### src/hw/rtl/tsu_pkg.sv
`default_nettype none

package tsu_pkg;

  localparam int unsigned CORDIC_STAGES_DEF = 14;
  localparam int unsigned TAB_LEN           = 24;
  localparam int unsigned PIPE_FIXED_STAGES = 5;

  localparam int unsigned SPEED_W    = 16;
  localparam int unsigned ANGLE_W    = 14;
  localparam int unsigned WB_W       = 14;
  localparam int unsigned PCT_W      = 8;
  localparam int unsigned MODE_W     = 2;
  localparam int unsigned CFG_IDX_W  = 3;
  localparam int unsigned CFG_DATA_W = 16;
  localparam int unsigned FRAC_W     = 12;

  localparam int unsigned XW       = 32;
  localparam int unsigned ZW       = 27;
  localparam int unsigned GAIN_W   = 30;
  localparam int unsigned GAIN_SH  = 30;
  localparam int unsigned MAG_W    = 30;
  localparam int unsigned NUM_W    = 39;
  localparam int unsigned N_W      = 26;
  localparam int unsigned RECIP_W  = 27;
  localparam int unsigned RECIP_SH = 33;
  localparam int unsigned Q_W      = 20;

  localparam logic [GAIN_W-1:0]  INV_GAIN     = 30'd652032874;
  localparam logic [RECIP_W-1:0] RECIP_100    = 27'd85899346;
  localparam logic [RECIP_W-1:0] RECIP_125    = 27'd68719477;
  localparam logic [NUM_W-1:0]   HALF_DEN_100 = 39'd204800;
  localparam logic [NUM_W-1:0]   HALF_DEN_125 = 39'd256000;

  localparam int ROUND_HALF  = 2048;
  localparam int ANGLE_MAX   = 8191;
  localparam int ANGLE_MIN   = -8192;
  localparam int SLOW_ANGLE  = 1024;
  localparam int SPEED_LIMIT = 32768;
  localparam int SPEED_MAX   = 32767;
  localparam int CAP_HIGH    = 1229;
  localparam int CAP_LOW     = 614;

  localparam logic [WB_W-1:0]           WHEELBASE_RST   = 14'd4653;
  localparam logic [PCT_W-1:0]          PERCENT_RST     = 8'd100;
  localparam logic signed [ANGLE_W-1:0] STOP_ANGLE_RST  = 14'sd0;
  localparam logic [MODE_W-1:0]         MANUAL_MODE_RST = 2'd0;
  localparam logic [MODE_W-1:0]         STOP_MODE_RST   = 2'd0;

  localparam logic [MODE_W-1:0] MANUAL_AUTO   = 2'd0;
  localparam logic [MODE_W-1:0] MANUAL_FORCE  = 2'd1;
  localparam logic [MODE_W-1:0] STOP_FULL     = 2'd1;
  localparam logic [MODE_W-1:0] STOP_CAP_HIGH = 2'd2;
  localparam logic [MODE_W-1:0] STOP_CAP_LOW  = 2'd3;

  typedef enum logic [CFG_IDX_W-1:0] {
    REG_WHEELBASE,
    REG_SPEED_PERCENT,
    REG_STOP_ANGLE,
    REG_MANUAL_MODE,
    REG_STOP_MODE,
    REG_SECOND_STOP
  } cfg_reg_e;

  typedef struct packed {
    logic [WB_W-1:0]           wheelbase;
    logic [PCT_W-1:0]          speed_percent;
    logic signed [ANGLE_W-1:0] stop_angle;
    logic [MODE_W-1:0]         manual_mode;
    logic [MODE_W-1:0]         stop_mode;
    logic                      second_stop;
  } cfg_t;

  typedef struct packed {
    logic signed [XW-1:0] x;
    logic signed [XW-1:0] y;
    logic signed [ZW-1:0] z;
    logic                 neg;
    logic                 zero;
  } cordic_t;

  localparam logic signed [ZW-1:0] ATAN_TAB [TAB_LEN] = '{
    27'sd13176795, 27'sd7778716, 27'sd4110060, 27'sd2086331,
    27'sd1047514, 27'sd524117, 27'sd262123, 27'sd131069,
    27'sd65536, 27'sd32768, 27'sd16384, 27'sd8192,
    27'sd4096, 27'sd2048, 27'sd1024, 27'sd512,
    27'sd256, 27'sd128, 27'sd64, 27'sd32,
    27'sd16, 27'sd8, 27'sd4, 27'sd2
  };

endpackage

`default_nettype wire

### src/hw/rtl/tsu_cordic.sv
`default_nettype none

module tsu_cordic #(
  parameter int unsigned STAGES = tsu_pkg::CORDIC_STAGES_DEF
) (
  input  logic             clk_i,
  input  logic             rst_ni,
  input  logic             valid_i,
  output logic             ready_o,
  input  tsu_pkg::cordic_t data_i,
  output logic             valid_o,
  input  logic             ready_i,
  output tsu_pkg::cordic_t data_o
);
  import tsu_pkg::*;

  logic [STAGES-1:0] valid_q;
  logic [STAGES:0]   adv;
  cordic_t           stage_q [STAGES];

  function automatic cordic_t rotate(cordic_t s, int unsigned sh,
                                     logic signed [ZW-1:0] step);
    cordic_t              r;
    logic signed [XW-1:0] dx;
    logic signed [XW-1:0] dy;
    r  = s;
    dx = $signed(s.y) >>> sh;
    dy = $signed(s.x) >>> sh;
    if (!s.y[XW-1] && (s.y != '0)) begin
      r.x = s.x + dx;
      r.y = s.y - dy;
      r.z = s.z + step;
    end else begin
      r.x = s.x - dx;
      r.y = s.y + dy;
      r.z = s.z - step;
    end
    return r;
  endfunction

  assign adv[STAGES] = ready_i;
  assign ready_o     = adv[0];
  assign valid_o     = valid_q[STAGES-1];
  assign data_o      = stage_q[STAGES-1];

  for (genvar i = 0; i < STAGES; i++) begin : g_stage
    localparam logic signed [ZW-1:0] ATAN_STEP = ATAN_TAB[i];

    cordic_t in_s;
    logic    in_v;

    if (i == 0) begin : g_first
      assign in_s = data_i;
      assign in_v = valid_i;
    end else begin : g_next
      assign in_s = stage_q[i-1];
      assign in_v = valid_q[i-1];
    end

    assign adv[i] = !valid_q[i] || adv[i+1];

    always_ff @(posedge clk_i or negedge rst_ni) begin
      if (!rst_ni) begin
        valid_q[i] <= 1'b0;
      end else if (adv[i]) begin
        valid_q[i] <= in_v;
      end
    end

    always_ff @(posedge clk_i) begin
      if (adv[i] && in_v) begin
        stage_q[i] <= rotate(in_s, i, ATAN_STEP);
      end
    end
  end

endmodule

`default_nettype wire

### config.mk
export PLATFORM = sky130hd
export DESIGN_NAME = tsu_cordic
export DESIGN_NICKNAME = d
export VERILOG_FILES = /design/src/hw/rtl/tsu_pkg.sv /design/src/hw/rtl/tsu_cordic.sv
export SDC_FILE = /design/constraint.sdc
export NUM_CORES = 2
export LEC_CHECK = 0
export ABC_AREA = 0
export BUFFER_PORTS_ARGS = -buffer_cell sky130_fd_sc_hd__buf_4
export CORE_AREA = 2 2 557 559
export DETAILED_ROUTE_END_ITERATION = 6
export DIE_AREA = 0 0 559 561
export GPL_TIMING_DRIVEN = 0
export HOLD_SLACK_MARGIN = 0.03
export MAX_ROUTING_LAYER = met4
export PLACE_DENSITY = 0.58
export SLEW_MARGIN = 0
export SYNTH_ARGS = -nofsm -noshare
export SYNTH_HDL_FRONTEND = slang
export SYNTH_SLANG_ARGS = --single-unit
### constraint.sdc
create_clock -name clk_i -period 5.5 [get_ports clk_i]
set_input_delay 1.1 -clock clk_i [delete_from_list [all_inputs] [get_ports clk_i]]
set_output_delay 1.1 -clock clk_i [all_outputs]
set_load 0.01 [all_outputs]
==> flow_summary.toml <==
[setup_path]
path_buf_inv = 4
critPathKind = "reg -> reg"
arrival_ns = 6.54
crit_path_end_kind = "flop"
path_max_fanout = 6
cpLargestDelayFamily = "simple AND/OR/NAND/NOR gates"
worstSetupStartpointType = "flop"
slowest_delay_ns = 0.52
r2r_start = "stage_q[0][124]$_DFFE_PP_"
cp_slowest_cell = "or4_4"
cp.required_ns = 6.04
startpoint = "stage_q[0][124]$_DFFE_PP_"

[timing]
tightest_slew_ns = 1.27
rsz0062_at_grt = "true"
finalCritPeriodShare_pct = 109
finalSetupViolations = 42
relSlewSlack_pct = 14.4
layout_setup_ws_ns = -0.501
report.final.hold_viol_count = 0
finalMaxSlewViolations = 0
fin_crit_ns = 6.00
setup_tns_ns = -9.56
timing.fmax_ghz = 0.167
finClkSkew_ns = 0.0765

[synth]
synth-simple-area-share_pct = 12.5
synth_seq_cells = 1315
muxShareOfSynthArea_pct = 0.469
syn_inst = 11000
synth_compound_area_share_pct = 19.6
synth_top_area_share_pct = 36.4
synth_edf_count = 1301
synth_cell_types = 92
async_flop_share_pct = 1.06
yosys.cell_count.top_type = "edfxtp_1"
synthXorXnorAreaFrac_pct = 13.3
synth_common_cells = "edfxtp_1, ha_1, xnor2_1"
synth_top_family_by_area = "compound AO/OA/AOI/OAI gates"
yosys-top-cells-area = "edfxtp_1, ha_1, xnor2_1"
syn_avg_cell_area_sq_um = 9.78
synthesis.area_sq_mm = 0.107
yosys_warnings = 0
yosys.area_share.adder_pct = 14.9
yosys.area.top_type = "edfxtp_1"
synth-seq-area-share_pct = 36.8
synth_ff_type = "edfxtp_1"

[final_layout]
n_fill_cell = 29600
drive_gt1_share_pct = 15.5
nets = 13200
regArea_sq_mm = 0.0394
area_growth_pct = 20.9
multi_input_area_sq_mm = 0.0703

[drt]
dr_wl_met3_microns = 13900
top_layer_used = "met4"
wl_met1_microns = 141000
drtIter0Drc = 5771
final_antenna_net_count = 0
vias_per_cell = 5.33
wl_per_cell_microns = 19.5
drt_pass1_iterations = 7
postRouteWirelength_microns = 314000
wl_met2_microns = 149000
vias = 85900
drc = 0

[clock_tree]
cts_sinks = 1315
cts_tree = "done"
clkLatencyLatePin_ns = 0.86
root_buffer = "clkbuf_16"
cts_max_level = 4
clock_path_buffers = 4
clk_pin_slew_ns = 0.06
cts_buffers = 162
cts_hold_buf = 0

[floorplanning]
core_sq_mm = 0.308
dieArea_sq_mm = 0.314
rows = 204
die_y_microns = 561
start_util_pct = 34.9
fp.dieW_microns = 559
ios = 192

[place]
dp_hpwl_microns = 243000
gp_congestion = 0.911
portBuffers = 191
dpl_worst_slack_ns = -2.04

[worst_hold_path]
hp-class = "in -> async"

[global_route]
grtUsageTotal_pct = 19.6
overflow = 0
antenna_found_initial = 3
grt_pass1_wl_microns = 476000
grt_max_degree = 75
grt_pass1_vias = 81000

[run_status]
status = "finished, violations left"
violations = "setup timing"

[flow_run]
maxCapViolations = 0
logic make-up (layout without fill, tap and decap cells):
logic type	after synthesis	in the layout
fa+ha+maj	1251	1251
mux	50	50
xor+xnor	1633	1633
simple gates	2744	2744
compound gates	3292	3292
flops	1315	1315
buf+inv	674	1667
other cells	1	43
layer usage:
layer  vias up  global-route usage [%]
met3       492                    2.17
met5         -                       -
li1      42500                       -
met2      2043                    32.3
met1     40900                    25.2
met4         0                    5.88
repair_timing:
| action | CTS | global route |
|---|---|---|
| resized for setup | 684 | 610 |
| buffers inserted | 296 | 212 |
| pin swaps | 293 | 452 |
| gates cloned | 9 | 7 |
| endpoints found under the setup margin | 661 | 292 |
worst paths after layout:
path / end / slack [ns] / cells past startpoint
max: stage_q[0][245]$_DFFE_PP_ / -0.50 / 26
min: g_stage[6].in_v$_DFFE_PN0P_ / 0.1 / 1
max reg2reg: stage_q[0][245]$_DFFE_PP_ / -0.50 / 26
min reg2reg: stage_q[0][373]$_DFFE_PP_ / 0.36 / 0
max in group asynchronous: g_stage[4].in_v$_DFFE_PN0P_ / 5.15 / 1
min in group clk_i: stage_q[0][373]$_DFFE_PP_ / 0.36 / 0
layout by cell type, fill, tap and decap left out, types with 497 or more instances in the layout:
cell and count:
xnor2_1 1058, ha_1 1164, buf_4 647, a21o_1 526, a21oi_1 919, xor2_1 518
edfxtp_1 1301, nor2_1 784, inv_1 497, nand2_1 576
worst register-to-register path: stages (launching register included):
cell      delay [ns]
edfxtp_1        0.39
inv_1           0.08
ha_2            0.19
nand3b_1        0.14
nand2b_4        0.19
or3_4           0.37
or4_4           0.52
or3_4           0.37
nor4_4          0.15
or2_1           0.16
buf_6           0.18
inv_12          0.06
buf_12          0.14
nor2_4          0.09
xnor2_2         0.07
ha_1            0.33
nor2b_4         0.14
o21ai_2         0.14
a21o_1          0.18
a21oi_2         0.09
a21o_1          0.20
a221o_1         0.41
a221o_1         0.40
o21a_2          0.26
a41o_1          0.20
a21oi_2         0.18
xnor2_2         0.10
flip-flops by register name (all words and copies together), names as in the netlist:
register,flops
stage_q,1301
valid_o,1
g_stage.in_v,13
per-stage QoR:
step	hold slack, ns	util, %	instance area (sq um)	std cells
final	0.0977	42.1	130000	16100
after global routing	0.0713	42.1	130000	16100
after CTS	0.0400	40.7	125000	15900
after detailed placement	0.405	37.3	115000	15300
after global placement	0.401	37.1	114000	15300
after floorplan	0.400	-	108000	11000
layout make-up:
cell class	instances	area share [%]
flip-flops and latches	1315	30.4
repair buffers	727	4.88
diodes	1	0.00193
clock inverters	91	0.689
inverters	515	1.55
multi-input cells	9012	54.2
plain buffers	143	1.00
clock buffers	191	3.28
well taps	4120	3.98
Power is left out: the tool's default activity adds up to more than one toggle a clock period on the data nets, which glitch-free logic cannot reach.
