`src/hw/rtl/tsu_pkg.sv`:
```
`default_nettype none

package tsu_pkg;

  localparam int unsigned CORDIC_STAGES_DEF = 14;
  localparam int unsigned TAB_LEN           = 24;
  localparam int unsigned PIPE_FIXED_STAGES = 5;

  localparam int unsigned SPEED_W    = 16;
  localparam int unsigned ANGLE_W    = 14;
  localparam int unsigned WB_W       = 14;
  localparam int unsigned PCT_W      = 8;
  localparam int unsigned MODE_W     = 2;
  localparam int unsigned CFG_IDX_W  = 3;
  localparam int unsigned CFG_DATA_W = 16;
  localparam int unsigned FRAC_W     = 12;

  localparam int unsigned XW       = 32;
  localparam int unsigned ZW       = 27;
  localparam int unsigned GAIN_W   = 30;
  localparam int unsigned GAIN_SH  = 30;
  localparam int unsigned MAG_W    = 30;
  localparam int unsigned NUM_W    = 39;
  localparam int unsigned N_W      = 26;
  localparam int unsigned RECIP_W  = 27;
  localparam int unsigned RECIP_SH = 33;
  localparam int unsigned Q_W      = 20;

  localparam logic [GAIN_W-1:0]  INV_GAIN     = 30'd652032874;
  localparam logic [RECIP_W-1:0] RECIP_100    = 27'd85899346;
  localparam logic [RECIP_W-1:0] RECIP_125    = 27'd68719477;
  localparam logic [NUM_W-1:0]   HALF_DEN_100 = 39'd204800;
  localparam logic [NUM_W-1:0]   HALF_DEN_125 = 39'd256000;

  localparam int ROUND_HALF  = 2048;
  localparam int ANGLE_MAX   = 8191;
  localparam int ANGLE_MIN   = -8192;
  localparam int SLOW_ANGLE  = 1024;
  localparam int SPEED_LIMIT = 32768;
  localparam int SPEED_MAX   = 32767;
  localparam int CAP_HIGH    = 1229;
  localparam int CAP_LOW     = 614;

  localparam logic [WB_W-1:0]           WHEELBASE_RST   = 14'd4653;
  localparam logic [PCT_W-1:0]          PERCENT_RST     = 8'd100;
  localparam logic signed [ANGLE_W-1:0] STOP_ANGLE_RST  = 14'sd0;
  localparam logic [MODE_W-1:0]         MANUAL_MODE_RST = 2'd0;
  localparam logic [MODE_W-1:0]         STOP_MODE_RST   = 2'd0;

  localparam logic [MODE_W-1:0] MANUAL_AUTO   = 2'd0;
  localparam logic [MODE_W-1:0] MANUAL_FORCE  = 2'd1;
  localparam logic [MODE_W-1:0] STOP_FULL     = 2'd1;
  localparam logic [MODE_W-1:0] STOP_CAP_HIGH = 2'd2;
  localparam logic [MODE_W-1:0] STOP_CAP_LOW  = 2'd3;

  typedef enum logic [CFG_IDX_W-1:0] {
    REG_WHEELBASE,
    REG_SPEED_PERCENT,
    REG_STOP_ANGLE,
    REG_MANUAL_MODE,
    REG_STOP_MODE,
    REG_SECOND_STOP
  } cfg_reg_e;

  typedef struct packed {
    logic [WB_W-1:0]           wheelbase;
    logic [PCT_W-1:0]          speed_percent;
    logic signed [ANGLE_W-1:0] stop_angle;
    logic [MODE_W-1:0]         manual_mode;
    logic [MODE_W-1:0]         stop_mode;
    logic                      second_stop;
  } cfg_t;

  typedef struct packed {
    logic signed [XW-1:0] x;
    logic signed [XW-1:0] y;
    logic signed [ZW-1:0] z;
    logic                 neg;
    logic                 zero;
  } cordic_t;

  localparam logic signed [ZW-1:0] ATAN_TAB [TAB_LEN] = '{
    27'sd13176795, 27'sd7778716, 27'sd4110060, 27'sd2086331,
    27'sd1047514, 27'sd524117, 27'sd262123, 27'sd131069,
    27'sd65536, 27'sd32768, 27'sd16384, 27'sd8192,
    27'sd4096, 27'sd2048, 27'sd1024, 27'sd512,
    27'sd256, 27'sd128, 27'sd64, 27'sd32,
    27'sd16, 27'sd8, 27'sd4, 27'sd2
  };

endpackage

`default_nettype wire

```
`src/hw/rtl/tsu_scale.sv`:
```
`default_nettype none

module tsu_scale (
  input  logic                               clk_i,
  input  logic                               rst_ni,
  input  tsu_pkg::cfg_t                      cfg_i,
  input  logic                               valid_i,
  output logic                               ready_o,
  input  tsu_pkg::cordic_t                   data_i,
  output logic                               valid_o,
  input  logic                               ready_i,
  output logic signed [tsu_pkg::SPEED_W-1:0] wheel_speed_o,
  output logic signed [tsu_pkg::ANGLE_W-1:0] steer_angle_o
);
  import tsu_pkg::*;

  localparam int unsigned GPROD_W = XW - 1 + GAIN_W;
  localparam int unsigned RPROD_W = N_W + RECIP_W;

  logic a_valid_q, b_valid_q, c_valid_q, d_valid_q;
  logic a_adv, b_adv, c_adv, d_adv;

  logic [MAG_W-1:0]          a_mag_q;
  logic signed [ANGLE_W-1:0] a_angle_q;
  logic                      a_slow_q, a_neg_q, a_zero_q;
  logic [N_W-1:0]            b_n_q;
  logic signed [ANGLE_W-1:0] b_angle_q;
  logic                      b_slow_q, b_neg_q, b_zero_q;
  logic [Q_W-1:0]            c_q_q;
  logic signed [ANGLE_W-1:0] c_angle_q;
  logic                      c_neg_q, c_zero_q;
  logic signed [SPEED_W-1:0] d_speed_q;
  logic signed [ANGLE_W-1:0] d_angle_q;

  logic [GPROD_W-1:0]        gain_prod;
  logic signed [ZW:0]        z_rnd;
  logic signed [ZW:0]        z_q12;
  logic signed [ANGLE_W-1:0] angle_d;
  logic                      slow_d;
  logic [NUM_W-1:0]          num;
  logic [RPROD_W-1:0]        recip_prod;
  logic [Q_W-1:0]            q_sat;
  logic signed [SPEED_W:0]   spd_neg;
  logic signed [SPEED_W-1:0] speed_d;

  assign d_adv   = !d_valid_q || ready_i;
  assign c_adv   = !c_valid_q || d_adv;
  assign b_adv   = !b_valid_q || c_adv;
  assign a_adv   = !a_valid_q || b_adv;
  assign ready_o = a_adv;

  assign valid_o       = d_valid_q;
  assign wheel_speed_o = d_speed_q;
  assign steer_angle_o = d_angle_q;

  // Gain correction, angle rounding and clamping, the stop angle at zero speed and the slow-turn flag.
  always_comb begin
    gain_prod = GPROD_W'(data_i.x[XW-2:0]) * GPROD_W'(INV_GAIN);
    z_rnd     = $signed({data_i.z[ZW-1], data_i.z}) + $signed((ZW+1)'(ROUND_HALF));
    z_q12     = z_rnd >>> FRAC_W;
    if (z_q12 > ANGLE_MAX) begin
      angle_d = ANGLE_W'(ANGLE_MAX);
    end else if (z_q12 < ANGLE_MIN) begin
      angle_d = ANGLE_W'(ANGLE_MIN);
    end else begin
      angle_d = z_q12[ANGLE_W-1:0];
    end
    if (data_i.zero) begin
      angle_d = cfg_i.stop_angle;
    end
    slow_d = (angle_d > SLOW_ANGLE) || (angle_d < -SLOW_ANGLE);
  end

  // Percent scaling with the rounding offset of the chosen divisor.
  always_comb begin
    num = NUM_W'(a_mag_q) * NUM_W'(cfg_i.speed_percent)
        + (a_slow_q ? HALF_DEN_125 : HALF_DEN_100);
  end

  // Division by 100 or 125 through a rounded-up reciprocal.
  always_comb begin
    recip_prod = RPROD_W'(b_n_q) * RPROD_W'(b_slow_q ? RECIP_125 : RECIP_100);
  end

  // Saturation, sign and the mode rules.
  always_comb begin
    q_sat   = (c_q_q > Q_W'(SPEED_LIMIT)) ? Q_W'(SPEED_LIMIT) : c_q_q;
    spd_neg = -$signed((SPEED_W+1)'(q_sat));
    if (c_neg_q) begin
      speed_d = spd_neg[SPEED_W-1:0];
    end else if (q_sat >= Q_W'(SPEED_MAX)) begin
      speed_d = SPEED_W'(SPEED_MAX);
    end else begin
      speed_d = q_sat[SPEED_W-1:0];
    end
    if (c_zero_q) begin
      speed_d = '0;
    end
    case (cfg_i.manual_mode)
      MANUAL_FORCE: begin
        speed_d = '0;
      end
      MANUAL_AUTO: begin
        if (cfg_i.stop_mode == STOP_CAP_HIGH && cfg_i.speed_percent != '0) begin
          if (speed_d > CAP_HIGH) begin
            speed_d = SPEED_W'(CAP_HIGH);
          end
        end else if (cfg_i.stop_mode == STOP_CAP_LOW && cfg_i.speed_percent != '0) begin
          if (speed_d > CAP_LOW) begin
            speed_d = SPEED_W'(CAP_LOW);
          end
        end else if (cfg_i.stop_mode == STOP_FULL) begin
          speed_d = '0;
        end
        if (cfg_i.second_stop) begin
          speed_d = '0;
        end
      end
      default: begin
      end
    endcase
  end

  always_ff @(posedge clk_i or negedge rst_ni) begin
    if (!rst_ni) begin
      a_valid_q <= 1'b0;
      b_valid_q <= 1'b0;
      c_valid_q <= 1'b0;
      d_valid_q <= 1'b0;
    end else begin
      if (a_adv) begin
        a_valid_q <= valid_i;
      end
      if (b_adv) begin
        b_valid_q <= a_valid_q;
      end
      if (c_adv) begin
        c_valid_q <= b_valid_q;
      end
      if (d_adv) begin
        d_valid_q <= c_valid_q;
      end
    end
  end

  always_ff @(posedge clk_i) begin
    if (a_adv && valid_i) begin
      a_mag_q   <= gain_prod[GAIN_SH +: MAG_W];
      a_angle_q <= angle_d;
      a_slow_q  <= slow_d;
      a_neg_q   <= data_i.neg;
      a_zero_q  <= data_i.zero;
    end
    if (b_adv && a_valid_q) begin
      b_n_q     <= num[FRAC_W +: N_W];
      b_angle_q <= a_angle_q;
      b_slow_q  <= a_slow_q;
      b_neg_q   <= a_neg_q;
      b_zero_q  <= a_zero_q;
    end
    if (c_adv && b_valid_q) begin
      c_q_q     <= recip_prod[RECIP_SH +: Q_W];
      c_angle_q <= b_angle_q;
      c_neg_q   <= b_neg_q;
      c_zero_q  <= b_zero_q;
    end
    if (d_adv && c_valid_q) begin
      d_speed_q <= speed_d;
      d_angle_q <= c_angle_q;
    end
  end

endmodule

`default_nettype wire

```
`config.mk`:
```
export PLATFORM = sky130hd
export DESIGN_NAME = tsu_scale
export DESIGN_NICKNAME = d
export VERILOG_FILES = /design/src/hw/rtl/tsu_pkg.sv /design/src/hw/rtl/tsu_scale.sv
export SDC_FILE = /design/constraint.sdc
export NUM_CORES = 2
export LEC_CHECK = 0
export BUFFER_PORTS_ARGS = -buffer_cell sky130_fd_sc_hd__buf_2
export CAP_MARGIN = 20
export CORE_MARGIN = 1
export CORE_UTILIZATION = 31
export CTS_CLUSTER_SIZE = 30
export DETAILED_ROUTE_END_ITERATION = 12
export GPL_ROUTABILITY_DRIVEN = 1
export HOLD_SLACK_MARGIN = 0.05
export PLACE_DENSITY_LB_ADDON = 0.12
export SLEW_MARGIN = 20
export SYNTH_ARGS = -nofsm -noshare
export SYNTH_HDL_FRONTEND = slang
export SYNTH_SLANG_ARGS = --single-unit
export TNS_END_PERCENT = 30
```
`constraint.sdc`:
```
create_clock -name clk_i -period 15.92 [get_ports clk_i]
set_input_delay 1.592 -clock clk_i [delete_from_list [all_inputs] [get_ports clk_i]]
set_output_delay 1.592 -clock clk_i [all_outputs]
set_load 0.005 [all_outputs]
```
==> results.md <==
* Run status: complete, but fails checks
* Failing checks: DRC
* Filler instances at between 10000 and 15000
* Final Cycle Share at 58.2%
* Share of post-route cells with drive strength above 1 at 4.50%
* Sequential element share of the synthesized area at 10.6%
* Post-Synth XOR/XNOR Area at 1.81%
* Largest net degree at the start of global routing at 59
* Main combinational cell family by area after synthesis: adder cells
* Clock skew at 0.0259 ns
* Fmax at about 110 MHz
* Mux contribution to synthesized area at 0.117%
* Area share of the largest cell type after synthesis at 42.8%
* CTS buffer count at 17
* Die width at 383 µm
* Crit Path Category: primary input to flop
* Fraction of the mapped netlist area in adder cells at 63.4%
* RSZ-0062 raised after global routing: no
* Max-slew violations at 0
* Vias at 28200
* Post-synth EDFFs at 156
* Initial Util at 31.3%
* Fin util at 33.8%
* TNS Setup at 0 ns
* Maxcap violations at 0
* Most common cell on crit path: fa_1
* Critical Path RT at 16.20 ns
* Yosys top cell by area: fa_1
* Cell Area, Synth at 0.0451 mm²
* Bufs and invs on worst path at 5
* Initial DRC count at 1092
* Gr ovfl total at 0
* Synth Area in Compound Gates at 4.84%
* Register-to-Register Path Depth at 24
* Post-synth top cells: inv_1 (1327), fa_1 (963), ha_1 (741), nand2_1 (189), and2_1 (161)
* Final min period at 9.27 ns
* Yosys warns at 0
* Core box area at 0.144 mm²
* CP max-delay cell: nor4_1
* Vias in the first global route at 31400
* Count leader, synth: inv_1
* Worst EP arrival at 9.54 ns
* Setup slack, reg-to-reg at 6.68 ns
* Cell row count at 139
* Clk sinks at 160
* Number of H-tree levels at 4
* Hold Vio Cnt, Final at 0
* Clk slew on worst S/H paths at around 0.080 ns
* Hold-fix buffers, CTS at 0
* Vias per inst at 4.42
* Setup violators final at 0
* Asr flop ratio synth at 2.50%
* Synth unique cells at 74
* Worst Path Max Fanout at 8
* DIE HEIGHT at 383 µm
* Post-CTS Setup Inserts at 0
* Hold EP: c_angle_q[12]
* Post-Route WL at 116 mm
* Synth Area in Simple Gates at 7.58%
* Total track usage at 16.4%
* CP Cell Sequence: buf_2 > inv_1 > fa_1 > fa_1 > inv_1 > fa_1 > fa_1 > fa_1 > fa_1 > fa_1 > inv_1 > fa_1 > inv_1 > ha_1 > nand2_1 > nor2_1 > nand3_1 > nor4_1 > nand3_1 > a21oi_1 > nor2_1 > o221ai_1 > a21oi_1 > a221oi_1
* Mapped Cells at 4331
* Post_cts resized at 0
* Synth top area cells: fa_1 (43%), ha_1 (21%), inv_1 (11%)
* Initial antenna violation count at 9
* R2R Path End: c_q_q[15]
* Top delay family on crit path: adder cells
* Worst slew margin at between 30% and 40%
* Routed WL per cell at 18.2 µm
* Hpwl dp at 103 mm
* Startpoint Class: primary input
* Root Buffer Master: clkbuf_16
* Setup crit end kind: flop
* HP Start: b_angle_q[12]
* Syn-to-layout area delta at 7.87%
* Final GP Congestion at 0.865
* Port bufs at 111
* Clk buf depth at 2
* Drc violations at 2
* First drt pass iteration count at 9
* Routed Antenna Nets at 0
* Worst skew pair latency at 0.48 ns
* Nets at between 6000 and 7000
* Die area at 0.147 mm²
* Worst slew pin tran at about 1 ns
* I/O Pins at 170
* Reg-to-Reg Start: b_slow_q
* First-pass GRT wire length at between 150 and 200 mm
* Synth Area per Inst at 10.4 µm²
* CTS tree: yes
* Min-Delay Path Depth at 0
* Ys flop type: edfxtp_1
* Min-delay worst type: flop to flop
* CP max stage delay at 0.70 ns
* Number of synthesized register bits at 160
layout by cell type, fill, tap and decap left out, types with 14 or more instances in the layout:
master     instances
inv_1           1327
a31oi_1           15
nor2_1            87
nand2b_1          28
nand3_1           25
nand2_1          189
and2_1           158
xor2_1            29
a211oi_1          14
clkbuf_16         17
buf_4             16
edfxtp_1         156
o21a_1            18
nor3_1            28
o211ai_1          23
xnor2_1           64
conb_1            26
and3_1            15
fa_1             963
a21oi_1           93
buf_2            111
a21o_1            37
ha_1             741
nand4_1           25
or2_2             22
nor2b_1           23
o21ai_0           65
per-layer routing:
metal	track usage, %	routed length, µm	up-vias
li1	-	-	13500
met4	2.93	1750	12
met5	0	70	-
met1	23.2	55800	14200
met2	27.0	54200	340
met3	1.90	3890	95
final cells by class:
cell class / count / area [µm²] / area share (%)
diodes: 3 / 7.51 / 0.0154
clock buffers: 17 / 425 / 0.875
clock inverters: 15 / 223 / 0.458
inverters: 1327 / 4980 / 10.2
multi-input cells: 2816 / 35100 / 72.3
flip-flops and latches: 160 / 4780 / 9.85
well taps: 1903 / 2380 / 4.90
repair buffers: 127 / 676 / 1.39
logic make-up (layout without fill, tap and decap cells):
| logic type | count (synthesis) | after routing |
|---|---|---|
| adders and majority gates | 1704 | 1704 |
| buffers and inverters | 1379 | 1486 |
| and+or+nand+nor | 652 | 652 |
| AOI/OAI and AO/OA | 336 | 336 |
| DFF | 160 | 160 |
| xor gates and xnor gates | 93 | 93 |
| muxes | 5 | 5 |
| other | 2 | 29 |
metrics by stage:
step,cell area (µm²),hold slack (ns),instances,setup WS [ns]
finish,48600,0.415,6368,6.65
global route,48600,0.422,6365,6.21
CTS,48600,0.417,6365,6.58
detailed placement,47900,0.405,6333,6.14
global placement,47900,0.400,6333,6.20
floorplan,45100,0.400,4355,7.91
sequential cells by signal, summed over array words and instances (netlist names), 14 cells and up:
signal	flops
a_mag_q	30
a_angle_q	14
b_angle_q	14
steer_angle_o	14
c_q_q	20
c_angle_q	14
wheel_speed_o	16
b_n_q	26
worst max-delay path by stage:
stage	slack, ns	endpoint	start	cells past startpoint
after floorplan	7.91	a_mag_q[19]	data_i[74]	24
after global placement	6.20	a_mag_q[27]	data_i[74]	24
after detailed placement	6.14	a_mag_q[27]	data_i[74]	24
after CTS	6.58	c_q_q[15]	b_n_q[16]	24
after global routing	6.21	c_q_q[15]	b_n_q[11]	24
final	6.65	a_mag_q[27]	data_i[74]	24
Power is not shown: default switching activity piles up to over one toggle a cycle in this logic, so the estimate is an artifact.
