<file path="src/hw/rtl/tsu_pkg.sv">
`default_nettype none

package tsu_pkg;

  localparam int unsigned CORDIC_STAGES_DEF = 14;
  localparam int unsigned TAB_LEN           = 24;
  localparam int unsigned PIPE_FIXED_STAGES = 5;

  localparam int unsigned SPEED_W    = 16;
  localparam int unsigned ANGLE_W    = 14;
  localparam int unsigned WB_W       = 14;
  localparam int unsigned PCT_W      = 8;
  localparam int unsigned MODE_W     = 2;
  localparam int unsigned CFG_IDX_W  = 3;
  localparam int unsigned CFG_DATA_W = 16;
  localparam int unsigned FRAC_W     = 12;

  localparam int unsigned XW       = 32;
  localparam int unsigned ZW       = 27;
  localparam int unsigned GAIN_W   = 30;
  localparam int unsigned GAIN_SH  = 30;
  localparam int unsigned MAG_W    = 30;
  localparam int unsigned NUM_W    = 39;
  localparam int unsigned N_W      = 26;
  localparam int unsigned RECIP_W  = 27;
  localparam int unsigned RECIP_SH = 33;
  localparam int unsigned Q_W      = 20;

  localparam logic [GAIN_W-1:0]  INV_GAIN     = 30'd652032874;
  localparam logic [RECIP_W-1:0] RECIP_100    = 27'd85899346;
  localparam logic [RECIP_W-1:0] RECIP_125    = 27'd68719477;
  localparam logic [NUM_W-1:0]   HALF_DEN_100 = 39'd204800;
  localparam logic [NUM_W-1:0]   HALF_DEN_125 = 39'd256000;

  localparam int ROUND_HALF  = 2048;
  localparam int ANGLE_MAX   = 8191;
  localparam int ANGLE_MIN   = -8192;
  localparam int SLOW_ANGLE  = 1024;
  localparam int SPEED_LIMIT = 32768;
  localparam int SPEED_MAX   = 32767;
  localparam int CAP_HIGH    = 1229;
  localparam int CAP_LOW     = 614;

  localparam logic [WB_W-1:0]           WHEELBASE_RST   = 14'd4653;
  localparam logic [PCT_W-1:0]          PERCENT_RST     = 8'd100;
  localparam logic signed [ANGLE_W-1:0] STOP_ANGLE_RST  = 14'sd0;
  localparam logic [MODE_W-1:0]         MANUAL_MODE_RST = 2'd0;
  localparam logic [MODE_W-1:0]         STOP_MODE_RST   = 2'd0;

  localparam logic [MODE_W-1:0] MANUAL_AUTO   = 2'd0;
  localparam logic [MODE_W-1:0] MANUAL_FORCE  = 2'd1;
  localparam logic [MODE_W-1:0] STOP_FULL     = 2'd1;
  localparam logic [MODE_W-1:0] STOP_CAP_HIGH = 2'd2;
  localparam logic [MODE_W-1:0] STOP_CAP_LOW  = 2'd3;

  typedef enum logic [CFG_IDX_W-1:0] {
    REG_WHEELBASE,
    REG_SPEED_PERCENT,
    REG_STOP_ANGLE,
    REG_MANUAL_MODE,
    REG_STOP_MODE,
    REG_SECOND_STOP
  } cfg_reg_e;

  typedef struct packed {
    logic [WB_W-1:0]           wheelbase;
    logic [PCT_W-1:0]          speed_percent;
    logic signed [ANGLE_W-1:0] stop_angle;
    logic [MODE_W-1:0]         manual_mode;
    logic [MODE_W-1:0]         stop_mode;
    logic                      second_stop;
  } cfg_t;

  typedef struct packed {
    logic signed [XW-1:0] x;
    logic signed [XW-1:0] y;
    logic signed [ZW-1:0] z;
    logic                 neg;
    logic                 zero;
  } cordic_t;

  localparam logic signed [ZW-1:0] ATAN_TAB [TAB_LEN] = '{
    27'sd13176795, 27'sd7778716, 27'sd4110060, 27'sd2086331,
    27'sd1047514, 27'sd524117, 27'sd262123, 27'sd131069,
    27'sd65536, 27'sd32768, 27'sd16384, 27'sd8192,
    27'sd4096, 27'sd2048, 27'sd1024, 27'sd512,
    27'sd256, 27'sd128, 27'sd64, 27'sd32,
    27'sd16, 27'sd8, 27'sd4, 27'sd2
  };

endpackage

`default_nettype wire

</file>
<file path="src/hw/rtl/tsu_prep.sv">
`default_nettype none

module tsu_prep (
  input  logic                               clk_i,
  input  logic                               rst_ni,
  input  logic                               valid_i,
  output logic                               ready_o,
  input  logic signed [tsu_pkg::SPEED_W-1:0] fwd_speed_i,
  input  logic signed [tsu_pkg::SPEED_W-1:0] yaw_rate_i,
  input  logic [tsu_pkg::WB_W-1:0]           wheelbase_i,
  output logic                               valid_o,
  input  logic                               ready_i,
  output tsu_pkg::cordic_t                   data_o
);
  import tsu_pkg::*;

  logic                         valid_q;
  cordic_t                      data_q;
  cordic_t                      data_d;
  logic                         neg;
  logic signed [SPEED_W:0]      abs_v;
  logic signed [WB_W+SPEED_W:0] prod;

  assign ready_o = !valid_q || ready_i;
  assign valid_o = valid_q;
  assign data_o  = data_q;

  // The vector is mirrored into the right half plane by the sign of the speed.
  always_comb begin
    neg      = fwd_speed_i[SPEED_W-1];
    abs_v    = neg ? -(SPEED_W+1)'(fwd_speed_i) : (SPEED_W+1)'(fwd_speed_i);
    prod     = $signed({1'b0, wheelbase_i}) * yaw_rate_i;
    data_d.x = XW'(abs_v) << FRAC_W;
    data_d.y = neg ? -XW'(prod) : XW'(prod);
    data_d.z = '0;
    data_d.neg  = neg;
    data_d.zero = (fwd_speed_i == '0);
  end

  always_ff @(posedge clk_i or negedge rst_ni) begin
    if (!rst_ni) begin
      valid_q <= 1'b0;
    end else if (ready_o) begin
      valid_q <= valid_i;
    end
  end

  always_ff @(posedge clk_i) begin
    if (ready_o && valid_i) begin
      data_q <= data_d;
    end
  end

endmodule

`default_nettype wire

</file>
<file path="config.mk">
export PLATFORM = sky130hd
export DESIGN_NAME = tsu_prep
export DESIGN_NICKNAME = d
export VERILOG_FILES = /design/src/hw/rtl/tsu_pkg.sv /design/src/hw/rtl/tsu_prep.sv
export SDC_FILE = /design/constraint.sdc
export NUM_CORES = 1
export LEC_CHECK = 0
export ABC_CLOCK_PERIOD_IN_PS = 3050
export BUFFER_PORTS_ARGS = -buffer_cell sky130_fd_sc_hd__buf_4
export CORE_MARGIN = 4
export CORE_UTILIZATION = 45
export CTS_CLUSTER_SIZE = 12
export DETAILED_ROUTE_END_ITERATION = 8
export HOLD_SLACK_MARGIN = 0.12
export PLACE_DENSITY_LB_ADDON = 0.08
export REMOVE_ABC_BUFFERS = 1
export SLEW_MARGIN = 40
export SYNTH_ARGS = -nofsm -noshare
export SYNTH_HDL_FRONTEND = slang
export SYNTH_SLANG_ARGS = --single-unit
</file>
<file path="constraint.sdc">
create_clock -name clk_i -period 3.05 [get_ports clk_i]
set_input_delay 0.305 -clock clk_i [delete_from_list [all_inputs] [get_ports clk_i]]
set_output_delay 0.305 -clock clk_i [all_outputs]
set_load 0.01 [all_outputs]
</file>
==> flow_summary.ini, run 1 <==
[die]
core-area_um2 = 26100
ios = 145
initial_core_util = 0.458
dieArea_um2 = 29300
rows = 59
die_w_um = 171
fp.dieH_um = 171

[critical_path]
crit_path_max_fanout = 7
cp.depth = 24
slowest_delay_ns = 0.57
path_cells = buf_12, buf_6, nand2_2, fa_1, fa_1, inv_2, fa_1, fa_1, fa_1, inv_2, fa_1, inv_2, ha_4, nand4_1, buf_4, nor2_4, o2111ai_4, o311a_1, o311a_4, nor4b_4, or4b_4, buf_4, o21ai_2, xnor2_1
cpMaxStageDelayCell = fa_1
path_class = in -> reg
startpoint_type = input pin
reg2reg_depth = 3
timing.critical_path.mode_cell = fa_1
required_ns = 3.10
critPathCaptureType = flop
crit_family = adder cells
worstPathArrival_ns = 6.38
crit_buf_inv = 7

[synth]
synth-edff-count = 51
syn_avg_cell_area_um2 = 9.38
ys.flop_type = edfxtp_1
synth_area_um2 = 12000
synth_cell_types = 74
ys_warn_count = 0
ys_async_sr_fraction = 0.0192
syn_inst = 1276
synth_top_area_share = 0.365
synth_area_leader_cell = fa_1
yosysMostFrequentCell = inv_1
synthTopCellsByCount = inv_1, fa_1, and2_1, nand2_1, ha_1
ys_ff_latch = 52
ys_seq_area_frac = 0.130
ys_top_cells_by_area = fa_1, edfxtp_1, ha_1

[sta]
clock_skew_ns = 0.00541
final.period_utilization = 2.08
fin_ws_ns = -3.29
slew_viol_final = 0
worst_slew_pin_slew_ns = 0.526
layout_min_cycle_time_ns = 6.34
setup_viol = 27
hold_viol = 0
finalSetupTns_ns = -70.82
relSlewSlack = 0.644
rsz0062_at_grt = true
max_freq_ghz = 0.158

[finish]
area_growth_pct = 38.1
drive_gt1_frac = 0.371
finalInstanceArea_um2 = 16500
layout.nets = 1966
antenna_cells = 0
fin_cells = 1957
nFillCells = 2252

[global_routing]
overflow = 0
grt_pass1_wl_um = 50200
grt_max_degree = 50
grt_usage = 0.209
antenna_found_initial = 0
grt_pass1_vias = 10500

[route]
num_vias = 9633
first_pass_iters = 5
vias_per_cell = 4.92
drtAntennaViolNets = 0
wire_per_inst_um = 15.3
drt-total-wl_um = 29900
drt_iter0_markers = 303
drc = 0

[job]
maxCapViolCount = 0

[placement]
placedCellCount = 1892
gp_congestion = 0.849
numPortBuffers = 105
dp_hpwl_um = 25000
placed_cell_area_um2 = 14500

[clock_tree]
cts.sinks = 52
cts_htree_levels = 2
clock_tree.root_cell = clkbuf_16
cts_buffers = 5
path_clk_slew_ns = 0.07
clk_path_buf_depth = 2
clk_latency_ns = 0.29
cts_tree = done

[hold_path]
hold_depth = 1
hp-class = in -> reg

[run_status]
status = finished, violations left
violations = negative setup slack
-- stage by stage --
| step | utilization | setup WS (ns) | hold WS (ns) |
|---|---|---|---|
| 2_1_floorplan | - | -3.52 | 0.00941 |
| 3_3_place_gp | 0.556 | -3.86 | 0.0806 |
| 3_5_place_dp | 0.556 | -3.96 | 0.0806 |
| 4_1_cts | 0.606 | -3.25 | 0.180 |
| 5_1_grt | 0.632 | -3.49 | 0.178 |
| 6_report | 0.632 | -3.29 | 0.190 |
-- worst reg2reg max path, cell delays in order, from the launching register on --
cell	delay [ns]
dfrtp_1	0.39
nand2b_1	0.12
and2_2	0.37
buf_4	0.50
-- cells by family (layout without fill, tap and decap cells) --
family / Yosys count / in the layout / synth area share
mux: 3 / 3 / 0.00251
fa+ha+maj: 295 / 295 / 0.445
compound gates: 137 / 137 / 0.0818
simple gates: 397 / 397 / 0.175
buf+inv: 327 / 634 / 0.118
xor+xnor: 64 / 64 / 0.0469
other cells: 1 / 40 / 0.000313
flops: 52 / 52 / 0.130
-- metal layers --
metal,global-route usage,up-vias,share of wire
met5,0,-,0
met4,0.0234,0,0.0093
met3,0.0173,25,0.024
met2,0.402,124,0.55
met1,0.263,4884,0.41
li1,-,4600,-
-- flip-flops by register name (all words and copies together) (netlist names) --
signal	count
valid_o	1
data_o	51
-- cells in the final DEF (no fill, tap or decap), types with 5 or more instances in the layout --
| master | synthesis | layout |
|---|---|---|
| a21oi_1 | 25 | 15 |
| a21oi_2 | 6 | 11 |
| a21oi_4 | 1 | 6 |
| and2_1 | 148 | 111 |
| and2_4 | 0 | 37 |
| buf_12 | 0 | 10 |
| buf_4 | 42 | 320 |
| buf_6 | 2 | 53 |
| buf_8 | 0 | 6 |
| clkbuf_16 | 0 | 6 |
| conb_1 | 1 | 40 |
| edfxtp_1 | 51 | 51 |
| fa_1 | 218 | 211 |
| fa_2 | 0 | 7 |
| ha_1 | 77 | 51 |
| ha_4 | 0 | 26 |
| inv_1 | 235 | 204 |
| inv_2 | 0 | 31 |
| nand2_1 | 135 | 123 |
| nand2_2 | 0 | 9 |
| nand2b_1 | 6 | 5 |
| nand3_1 | 18 | 16 |
| nand4_1 | 5 | 5 |
| nor2_1 | 28 | 22 |
| nor3_1 | 13 | 10 |
| o211ai_1 | 5 | 5 |
| o21ai_0 | 39 | 27 |
| o21ai_1 | 3 | 8 |
| o21ai_2 | 1 | 6 |
| o31ai_1 | 9 | 7 |
| or3_1 | 7 | 5 |
| xnor2_1 | 48 | 43 |
| xor2_1 | 16 | 12 |
-- path summary, 6_finish.rpt --
check	slack [ns]	endpoint	from
hold reg to reg	0.57	valid_o	valid_o
setup reg to reg	1.29	data_o[60]	valid_o
max in group asynchronous	2.62	valid_o	rst_ni
setup / recovery	-3.29	data_o[56]	yaw_rate_i[7]
min in group asynchronous	0.34	valid_o	rst_ni
hold / removal	0.19	data_o[73]	fwd_speed_i[0]
-- repair_timing --
item	CTS	global route
setup endpoints to repair	28	28
pin swaps	106	76
buffers inserted	37	26
hold buffers	1	0
endpoints found under the hold margin	1	0
cloned	0	1
gates resized for setup	198	128
-- layout make-up --
type | instances | area, µm² | area share
sequential | 52 | 1560 | 0.0942
timing repair buffer | 391 | 3320 | 0.201
inverter | 235 | 882 | 0.0534
clock buffer | 6 | 139 | 0.00840
multi-input combinational | 936 | 10200 | 0.617
tap | 335 | 419 | 0.0254
clock inverter | 2 | 15.0 | 0.000909
Power of run 1 is left out: the tool's default activity adds up to more than one toggle a clock period on the data nets, which glitch-free logic cannot reach.
==> run 2, diff against run 1 <==
Settings changed: ABC_CLOCK_PERIOD_IN_PS 3050 to 6100, CORE_ASPECT_RATIO set to 0.7, PLACE_DENSITY set to 0.65, PLACE_DENSITY_LB_ADDON 0.08 to unset.
Clock period 3.05 ns to 6.1 ns, I/O delays scaled along.
==> run 2 against run 1 <==
The flow still finishes with violations (negative setup slack); setup slack better by 2.7 ns; register-to-register slack gained 3.3 ns; clock skew down 0.00066 ns; routed wire length fell by 2.0%; die area increased by 0.14%; sequential share of layout area is 0.63 points higher; utilization decreased by 3.5 points; global-route usage shrank 0.33 points; flip-flop and latch count is the same; first-iteration DRC count increased by 46%.
==> flow_summary.ini, run 2 (synthesis gave the netlist of run 1 again) <==
[sta]
whs_ns = 0.501
slew_viol_final = 0
final.period_utilization = 1.09
clock_skew_ns = 0.00475
hold_viol = 0
finalSetupTns_ns = -5.43
fin_ws_ns = -0.539
relSlewSlack = 0.557
max_freq_ghz = 0.151
layout_min_cycle_time_ns = 6.64
setup_viol = 16
rsz0062_at_grt = true
worst_slew_pin_slew_ns = 0.664

[global_routing]
grt_pass1_wl_um = 49400
grt_pass1_vias = 10200
antenna_found_initial = 0
overflow = 0
grt_usage = 0.205
grt_max_degree = 52

[finish]
final_common_cell = buf_4
antenna_cells = 0
layout.nets = 1892
nFillCells = 2241
final_cell_mix = buf_4, inv_1, fa_1, and2_1, nand2_1
area_growth_pct = 29.5
drive_gt1_frac = 0.300
multiInputGateArea_um2 = 9900
seq_area_um2 = 1560
fin_cells = 1905
largest_reg_flops = 51

[hold_path]
hp-class = in -> reg
timing.hold.worst.start = fwd_speed_i[0]

[route]
drtAntennaViolNets = 0
drt-total-wl_um = 29300
dr_wl_met2_um = 14400
wl_met1_um = 13600
first_pass_iters = 5
num_vias = 9383
vias_per_cell = 4.93
top_layer = met4
drt_iter0_markers = 442
wire_per_inst_um = 15.4
drc = 0
route.met3.wl_um = 1140

[clock_tree]
cts_buffers = 5
cts_tree = done
path_clk_slew_ns = 0.07
clk_latency_ns = 0.29
cts.sinks = 52
clk_path_buf_depth = 2
cts_htree_levels = 2
clock_tree.root_cell = clkbuf_16

[placement]
dp_hpwl_um = 24500
numPortBuffers = 105
dp_slack_ns = -1.20
placedCellCount = 1876
gp_congestion = 0.886

[critical_path]
crit_path_max_fanout = 8
path_class = in -> reg
r2r_slack_ns = 4.55
startpoint_type = input pin
r2r-start = valid_o
worstPathArrival_ns = 6.67
required_ns = 6.13
startpoint = wheelbase_i[0]
critPathCaptureType = flop

[die]
dieArea_um2 = 29300
die_w_um = 203
core-area_um2 = 25900
rows = 49
ios = 145
initial_core_util = 0.461
fp.dieH_um = 144

[run_status]
violations = negative setup slack
status = finished, violations left

[job]
maxCapViolCount = 0
-- run 2: cell types whose count changed in the layout (fill, tap and decap cells not counted), sizes merged --
| cell | delta |
|---|---|
| buf | -73 |
| clkbuf | -1 |
| clkinv | +1 |
| clkinvlp | -1 |
-- run 2: timing repair --
action,in CTS,in global routing
pin swaps,105,36
gates cloned,1,0
hold buffers,1,0
endpoints found under the hold margin,1,0
setup endpoints to repair,17,16
gates resized for setup,162,40
buffers inserted,13,8
-- run 2: per-stage QoR --
stage / cell area [µm²] / util
floorplan: 11600 / -
global placement: 14300 / 0.550
detailed placement: 14300 / 0.550
CTS: 15200 / 0.587
global route: 15500 / 0.597
finish: 15500 / 0.597
-- run 2: worst paths after layout --
| path | endpoint | cells past startpoint |
|---|---|---|
| max | data_o[60] | 24 |
| max reg2reg | data_o[33] | 3 |
| min reg2reg | valid_o | 2 |
| min | data_o[73] | 1 |
| min in group asynchronous | valid_o | 2 |
| max in group asynchronous | valid_o | 2 |
-- run 2: cell type report --
type / count / area share
well taps: 357 / 0.0288
clock buffers: 6 / 0.00832
inverters: 235 / 0.0570
multi-input cells: 936 / 0.639
repair buffers: 317 / 0.166
flip-flops and latches: 52 / 0.100
clock inverters: 2 / 0.000727
-- run 2: layer usage --
layer | GRT usage | vias to the layer above
li1 | - | 4461
met1 | 0.293 | 4743
met2 | 0.353 | 165
met3 | 0.0285 | 14
met4 | 0.0175 | 0
met5 | 0 | -
-- run 2: critical path, stage by stage --
cell	delay, ns
buf_4	0.15
and2_1	0.17
fa_1	0.49
inv_2	0.04
fa_1	0.53
inv_1	0.05
fa_1	0.48
inv_1	0.05
fa_1	0.48
inv_1	0.05
fa_1	0.52
inv_1	0.05
fa_1	0.49
inv_2	0.05
ha_4	0.30
a21oi_4	0.08
buf_4	0.14
nor3_4	0.21
o22ai_4	0.14
o311a_4	0.35
nor4b_4	0.27
or4b_4	0.56
o311ai_2	0.29
o21ai_1	0.09
Power of run 2 is left out for the same reason.
